### src/hdl/psrl_pkg.sv
// ----------------------------------------------------------------------------
// Per-source packet rate limiter: shared package
// Types, constants and the address hash used by the limiter and its channels.
// ----------------------------------------------------------------------------
package psrl_pkg;

   localparam int ADDR_W        = 32;
   localparam int TIME_W        = 32;
   localparam int LIMIT_W       = 19;
   localparam int PAUSE_W       = 16;
   localparam int COUNT_W       = 16;
   localparam int CSR_INDEX_W   = 2;
   localparam int PROBES        = 5;
   localparam int PROBE_W       = 3;
   localparam int SLICE_SECONDS = 10;
   localparam int RATE_SCALE    = 60;
   localparam int RECIP_W       = 33;
   localparam int RECIP_SHIFT_W = 4;

   localparam logic [31:0]        HASH_SEED     = 32'hABC3D20F;
   localparam logic [COUNT_W-1:0] COUNT_MAX     = 16'hFFFF;
   localparam logic [LIMIT_W-1:0] RATE_MAX      = 19'd393210;
   localparam logic [LIMIT_W-1:0] HALF_DROP_RST = 19'd50;
   localparam logic [LIMIT_W-1:0] FULL_DROP_RST = 19'd50;
   localparam logic [PAUSE_W-1:0] PAUSE_RST     = 16'd20;

   typedef enum logic [CSR_INDEX_W-1:0] {
      CSR_HALF_DROP    = 2'd0,
      CSR_FULL_DROP    = 2'd1,
      CSR_REPORT_PAUSE = 2'd2
   } csr_index_type;

   typedef struct packed {
      logic [ADDR_W-1:0] source_address;
      logic [TIME_W-1:0] now_seconds;
   } req_payload_type;

   typedef struct packed {
      logic               drop;
      logic [LIMIT_W-1:0] rate_per_minute;
      logic               report;
   } rsp_payload_type;

   typedef struct packed {
      logic [CSR_INDEX_W-1:0] index;
      logic [LIMIT_W-1:0]     data;
   } csr_payload_type;

   typedef struct packed {
      logic [ADDR_W-1:0] address;
      logic [TIME_W-1:0] last_use;
      logic [TIME_W-1:0] last_report;
   } entry_type;

   typedef struct packed {
      logic [TIME_W-1:0]  stamp;
      logic [COUNT_W-1:0] count;
   } slice_type;

   typedef struct packed {
      logic busy;
      logic done;
   } div_status_type;

   // Shift-xor hash over the sign-extended address octets, first octet first.
   function automatic logic [31:0] hash_address(input logic [ADDR_W-1:0] addr);
      logic [31:0] h;
      logic [31:0] oct;
      h = HASH_SEED;
      for (int k = 3; k >= 0; k--) begin
         oct = {{24{addr[8*k+7]}}, addr[8*k +: 8]};
         h   = (h << 5) ^ 32'($signed(h) >>> 23) ^ oct;
      end
      return h ^ 32'($signed(h) >>> 16);
   endfunction

   // Rounded-up reciprocal of a constant divisor, scaled by 2^(32 + ceil(log2 d)), which
   // divides any 32-bit value exactly. It is only ever evaluated for constants.
   function automatic logic [RECIP_W-1:0] recip_of(input int d);
      logic [63:0] num;
      num = (64'd1 << (32 + $clog2(d))) + 64'(d) - 64'd1;
      return RECIP_W'(num / 64'(d));
   endfunction

endpackage

### src/hdl/psrl_div.sv
// ----------------------------------------------------------------------------
// Per-source packet rate limiter: constant divider
// Divides by a constant through its reciprocal: first the quotient by a
// multiply and shift, then the remainder by a multiply-subtract.
// ----------------------------------------------------------------------------
module psrl_div #(
   parameter int DIVISOR_W = 13
) (
   input  logic                                clock,
   input  logic                                reset,
   input  logic                                start,
   input  logic [31:0]                         dividend,
   input  logic [DIVISOR_W-1:0]                divisor,
   input  logic [psrl_pkg::RECIP_W-1:0]        recip,
   input  logic [psrl_pkg::RECIP_SHIFT_W-1:0]  shift,
   output psrl_pkg::div_status_type            status,
   output logic [31:0]                         quotient,
   output logic [DIVISOR_W-1:0]                remainder
);
   import psrl_pkg::*;

   logic                     run_ff, run_in;
   logic                     step_ff, step_in;
   logic                     done_ff, done_in;
   logic [31:0]              dvd_ff, dvd_in;
   logic [DIVISOR_W-1:0]     dvs_ff, dvs_in;
   logic [RECIP_W-1:0]       rcp_ff, rcp_in;
   logic [RECIP_SHIFT_W-1:0] sft_ff, sft_in;
   logic [31:0]              quo_ff, quo_in;
   logic [DIVISOR_W-1:0]     rem_ff, rem_in;
   logic [64:0]              prod;
   logic [64:0]              prod_sh;
   logic [31:0]              back;

   assign prod    = 65'(dvd_ff) * 65'(rcp_ff);
   assign prod_sh = prod >> (7'd32 + 7'(sft_ff));
   assign back    = dvd_ff - quo_ff * 32'(dvs_ff);

   always_comb begin
      run_in  = run_ff;
      step_in = step_ff;
      done_in = 1'b0;
      dvd_in  = dvd_ff;
      dvs_in  = dvs_ff;
      rcp_in  = rcp_ff;
      sft_in  = sft_ff;
      quo_in  = quo_ff;
      rem_in  = rem_ff;
      if (start) begin
         run_in  = 1'b1;
         step_in = 1'b0;
         dvd_in  = dividend;
         dvs_in  = divisor;
         rcp_in  = recip;
         sft_in  = shift;
      end else if (run_ff) begin
         if (!step_ff) begin
            quo_in  = prod_sh[31:0];
            step_in = 1'b1;
         end else begin
            rem_in  = back[DIVISOR_W-1:0];
            run_in  = 1'b0;
            done_in = 1'b1;
         end
      end
   end

   always_ff @(posedge clock) begin
      if (reset) begin
         run_ff  <= 1'b0;
         step_ff <= 1'b0;
         done_ff <= 1'b0;
      end else begin
         run_ff  <= run_in;
         step_ff <= step_in;
         done_ff <= done_in;
      end
   end

   always_ff @(posedge clock) begin
      dvd_ff <= dvd_in;
      dvs_ff <= dvs_in;
      rcp_ff <= rcp_in;
      sft_ff <= sft_in;
      quo_ff <= quo_in;
      rem_ff <= rem_in;
   end

   assign status.busy = run_ff;
   assign status.done = done_ff;
   assign quotient    = quo_ff;
   assign remainder   = rem_ff;

endmodule

### config.mk
export PLATFORM = sky130hd
export DESIGN_NAME = psrl_div
export DESIGN_NICKNAME = d
export VERILOG_FILES = /design/src/hdl/psrl_pkg.sv /design/src/hdl/psrl_div.sv
export SDC_FILE = /design/constraint.sdc
export NUM_CORES = 2
export LEC_CHECK = 0
export BUFFER_PORTS_ARGS = -buffer_cell sky130_fd_sc_hd__clkbuf_2
export CELL_PAD_IN_SITES_DETAIL_PLACEMENT = 0
export CELL_PAD_IN_SITES_GLOBAL_PLACEMENT = 1
export CORE_MARGIN = 1.5
export CORE_UTILIZATION = 40
export DETAILED_ROUTE_END_ITERATION = 7
export HOLD_SLACK_MARGIN = 0.03
export PLACE_DENSITY_LB_ADDON = 0.1
export SLEW_MARGIN = 5
export SYNTH_ARGS = -nofsm -noshare
export SYNTH_HDL_FRONTEND = slang
export SYNTH_SLANG_ARGS = --single-unit
### constraint.sdc
create_clock -name clock -period 8.1 [get_ports clock]
set_clock_uncertainty 0.2 [all_clocks]
set_input_delay 1.62 -clock clock [delete_from_list [all_inputs] [get_ports clock]]
set_output_delay 1.62 -clock clock [all_outputs]
set_load 0.03 [all_outputs]
# Word-level counts from Yosys, hierarchy flattened
# Cells that the tools add are included.
[totals] wordCells=25 out_inout_bits=47 inputBits=85 reg_bits=130
[op_classes] muxes=4 n_shift=1 addsub=2 multipliers=2 bitwise=3 n_reduce_logical=4
[op_table] cell="$mul 32x33->65" n=1
[op_table] cell="$shr 65x7->32" n=1
[op_table] cell="$mul 32x13->13" n=1
[op_table] cell="$sub 13x13->13" n=1
[op_table] cell="$add 6x4->7 const A" n=1
[op_table] cell="$reduce_and 3->1" n=2
[op_table] cell="$mux 1" n=4
[op_table] cell="$not 1->1" n=3
[op_table] cell="$reduce_or 3->1" n=1
[op_table] cell="$reduce_or 2->1" n=1

# Longest topological paths before layout
[logic_depth] depth_word=3 mapped_depth=28 mapped_depth_nobuf=26

# Least setup slack after synthesis
# Ideal clock, no wire load.
[synth_timing] path_kind="register to register" from="register dvd_ff[8]" to="register quo_ff[10] (netlist: quotient[10]) (data pin)" slack_ns=0.056 synth_period_minus_slack_ns=8.044 setup_ns=0.272 path_stages_with_launch=28 n_path_buf=2 arrival_ns=7.572 t_required_ns=7.628 cell_sequence="edfxtp_1 -> clkbuf_1 -> nand2_1 -> fa_1 -> inv_1 -> fa_1 -> fa_1 -> inv_1 -> fa_1 -> inv_1 -> fa_1 -> fa_1 -> fa_1 -> inv_1 -> fa_1 -> inv_1 -> ha_1 -> buf_6 -> a21oi_2 -> o21ai_1 -> a21o_1 -> a2111o_1 -> o22a_1 -> nor3_2 -> nor3_1 -> a211oi_1 -> a21oi_1 -> mux4_2"
[synth_between] elab_chain_len=2
[synth_lines] element="start: declaration" line_no="psrl_div.sv:25" source="logic [31:0] dvd_ff, dvd_in;"
[synth_lines] element="start signal: assignment" line_no="psrl_div.sv:81" source="dvd_ff <= dvd_in;"
[synth_lines] element="$mul 32x33->65" line_no="psrl_div.sv:35" source="assign prod = 65'(dvd_ff) * 65'(rcp_ff);"
[synth_lines] element="$shr 65x7->32" line_no="psrl_div.sv:36" source="assign prod_sh = prod >> (7'd32 + 7'(sft_ff));"
[synth_lines] element="via prod_sh[10]" line_no="psrl_div.sv:32" source="logic [64:0] prod_sh;"
[synth_lines] element="end signal: assignment" line_no="psrl_div.sv:85" source="quo_ff <= quo_in;"
[synth_lines] element="end: declaration" line_no="psrl_div.sv:29" source="logic [31:0] quo_ff, quo_in;"
# The timed path passes the listed nets, and every way through them passes these cells.
# A chain may end at the register's enable or synchronous reset.

# Worst setup path in the final report
[layout_timing] from="register rcp_ff[29]" to="register quo_ff[17] (netlist: quotient[17]) (data pin)"
[layout_between] elab_chain_len=2
[layout_lines] element="start: declaration" line_no="psrl_div.sv:27" source="logic [RECIP_W-1:0] rcp_ff, rcp_in;"
[layout_lines] element="start signal: assignment" line_no="psrl_div.sv:83" source="rcp_ff <= rcp_in;"
[layout_lines] element="$mul 32x33->65" line_no="psrl_div.sv:35"
[layout_lines] element="$shr 65x7->32" line_no="psrl_div.sv:36"
[layout_lines] element="via prod_sh[17]" line_no="psrl_div.sv:32"
# The timed path passes the listed nets, and every way through them passes these cells.

==> summary.md <==
| Metric | Value |
|---|---|
| Yosys Warn Count | 0 |
| Total gr overflow | 0 |
| Levels on crit path | 27 |
| Post-synth top flop | edfxtp_1 |
| Initial antenna violation count | 6 |
| Syn Area/Cell | 9.31 sq um |
| Synthesized net count | 6023 |
| Final Hold Fails | 0 |
| Synth top area share | about 45% |
| Sequential fraction of the synthesis area | approximately 9% |
| Status | finished with violations |
| Worst r2r src | rcp_ff[29]$_DFFE_PP_ |
| RSZ-0062 raised after global routing | true |
| Tot GR Track Use | 25.9% |
| Largest delay contributor family on the critical path | adder cells |
| Final core utilization | about 48% |
| Slew @ Worst Pin | 1.03 ns |
| Initial Utilization | 40.4% |
| Worst Hold Depth | 2 |
| Share of layout cells above drive strength 1 | 19.7% |
| Hold EP | step_ff$_SDFFE_PP0P_ |
| Largest net degree at the start of global routing | 52 |
| Die ar. | approximately 0.11 sq mm |
| Initial drt markers | 1803 |
| Fin crit period | 8.47 ns |
| DIE HEIGHT | 332 um |
| Area grow syn2layout | 19.9% |
| Min-delay worst type | reg -> reg |
| Htree depth | 4 |
| Standard-cell rows | 120 |
| Worst-path clk slew | 0.09 ns |
| EDFF count, synth | 127 |
| Critical path fanouts, max | 9 |
| Startpoint types | flop |
| CP Data Arrival Time | 8.69 ns |
| Nets | 6511 |
| Wire per inst | 20.9 um |
| Post-synth top area cell | fa_1 |
| Cell variety after synth | 90 |
| Mapped Cells | approximately 4700 |
| Final setup TNS | -7.79 ns |
| Port-buffer cells | ~130 |
| Hold path startpoint | step_ff$_SDFFE_PP0P_ |
| Cells on worst reg2reg path | 27 |
| Die X | 332 um |
| Fin. max-slew vios | 0 |
| Top-count cell post-synth | inv_1 |
| Setup slack, reg-to-reg | -0.37 ns |
| Flop and latch count out of synthesis | 130 |
| Top cells by count, synth | inv_1 (987), fa_1 (981), nand2_1 (695) |
| DR pass1 iterations | 5 |
| Top cells by area, synth | fa_1 (45%), edfxtp_1 (8.8%), ha_1 (8.7%) |
| Total vias in the final route | 33300 |
| CP Capture Type | flop |
| # setup viols final | 32 |
| DRT antenna net count | 0 |
| Reg2reg end | quotient[17]$_DFFE_PP_ |
| Slowest stage delay, CP | between 0.5 and 0.6 ns |
| Final period util | 105% |
| Worst Slack Setup Final | -0.367 ns |
| I/O Pins | 132 |
| Setup CP Type | reg -> reg |
| Violated checks | setup timing |
| Clock Sinks | 130 |
| Async set-reset flop share out of synthesis | 0% |
| Most used cell, CP | fa_1 |
| Max-slew headroom | 31.6% |
| Pre-CTS WS | -0.715 ns |
| Post-cts hold buffer count | 0 |
| Vias in the first global route | 35900 |
| CTS tree | yes |
| First-pass GRT wire length | between 200000 and 250000 um |
| Drt via density | just over 5 |
| Clock Tree Buf Depth | 2 |
| Remaining DRCs | 0 |
| CP max-delay cell | fa_1 |
| RePlAce Congestion | 0.896 |
| Required @ worst endpoint | 8.32 ns |
| Synth Cell Area | between 0.04 and 0.05 sq mm |
| CTS Root Cell | clkbuf_16 |
| CP bufs+invs | 7 |
| Core Region | between 0.1 and 0.15 sq mm |
| Drt total wl | 137000 um |
| DP Wirelength | 117000 um |
| Fmax | 118 MHz |
| TritonCTS buffer count | 17 |
| Clock Latency Late Sink | 0.56 ns |
| Max-cap violations | 0 |
placed cells by master (no fill, tap or decap), types with 11 or more instances in the layout:
cell and n:
a211oi_1 15, a21o_1 16, a21oi_1 70, a21oi_2 29, and2_1 550, and3_1 11
buf_12 59, buf_4 518, buf_6 16, clkbuf_16 18, clkbuf_2 130, edfxtp_1 127
fa_1 950, fa_2 31, ha_1 277, ha_4 23, inv_1 987, mux2_2 12
mux2i_1 16, mux4_2 18, nand2_1 690, nand3_1 23, nand4_1 32, nor2_1 78
nor3_1 33, o211ai_1 17, o21a_1 14, o21ai_0 32, o21ai_1 28, xnor2_1 39
xor2_1 16
metal layers:
| layer | share of wire (%) | wire [um] | GRT usage (%) | up-vias |
|---|---|---|---|---|
| met2 | 48 | 65500 | 42.8 | 702 |
| met1 | 46 | 63600 | 36.4 | 17400 |
| met4 | 1.7 | 2320 | 5.46 | 2 |
| li1 | - | - | - | 15000 |
| met3 | 4.3 | 5830 | 3.26 | 114 |
| met5 | 0.0087 | 12 | 0 | - |
worst reg2reg max path, delay by kind of cell (launching register included):
family                     cells  cell delay (ns)
DFF                            1             0.50
AOI/OAI and AO/OA              4             0.93
buffers and inverters          7             0.85
and+or+nand+nor                7             1.59
adders and majority gates      9             4.28
state kept, by name, indices dropped and copies added (netlist names):
signal / count
step_ff: 1
rcp_ff: 33
sft_ff: 4
dvd_ff: 32
done_ff: 1
quotient: 32
dvs_ff: 13
run_ff: 1
remainder: 13
cell type report:
| cell class | instances | area [sq um] |
|---|---|---|
| antenna | 3 | 7.51 |
| clock buffer | 17 | 425 |
| tap | 1403 | 1760 |
| timing repair buffer | 728 | 6010 |
| sequential | 130 | 3870 |
| fill | 10500 | 55300 |
| clock inverter | 15 | 164 |
| inverter | 989 | 3710 |
| multi-input combinational | 3278 | 36000 |
how the worst max path moves through the flow:
stage / start / endpoint / slack (ns)
after detailed placement: dvd_ff[11]$_DFFE_PP_ / quotient[15]$_DFFE_PP_ / -0.71
after global routing: dvd_ff[5]$_DFFE_PP_ / quotient[2]$_DFFE_PP_ / -0.59
after floorplan: dvd_ff[8]$_DFFE_PP_ / quotient[10]$_DFFE_PP_ / 0.06
after CTS: dvd_ff[2]$_DFFE_PP_ / quotient[15]$_DFFE_PP_ / -0.39
final: rcp_ff[29]$_DFFE_PP_ / quotient[17]$_DFFE_PP_ / -0.37
after global placement: rcp_ff[25]$_DFFE_PP_ / quotient[15]$_DFFE_PP_ / -0.72
through the flow:
stage / hold slack [ns] / instance area [sq um] / cells
3_3_place_gp: 0.305 / 49700 / 6494
4_1_cts: 0.331 / 51300 / 6546
6_report: 0.323 / 51900 / 6563
3_5_place_dp: 0.316 / 49700 / 6494
2_1_floorplan: 0.279 / 43300 / 4656
5_1_grt: 0.360 / 51900 / 6561
cells by family after synthesis:
kind of cell    count (synthesis)  synth area share [%]
compound gates                368                  5.82
xor+xnor                       66                  1.33
fa+ha+maj                    1282                  54.0
buf+inv                      1248                  10.9
flops                         130                  8.94
mux                            54                  1.81
simple gates                 1508                  17.2
timing repair:
item                       in CTS  in global routing
hold endpoints to repair        0                  0
setup buffers                  18                 13
pin swaps                      54                 38
resized for setup             182                 98
cloned                          2                  1
setup endpoints to repair      32                 32
Power is left out: the tool's default activity adds up to more than one toggle a clock period on the data nets, which glitch-free logic cannot reach.
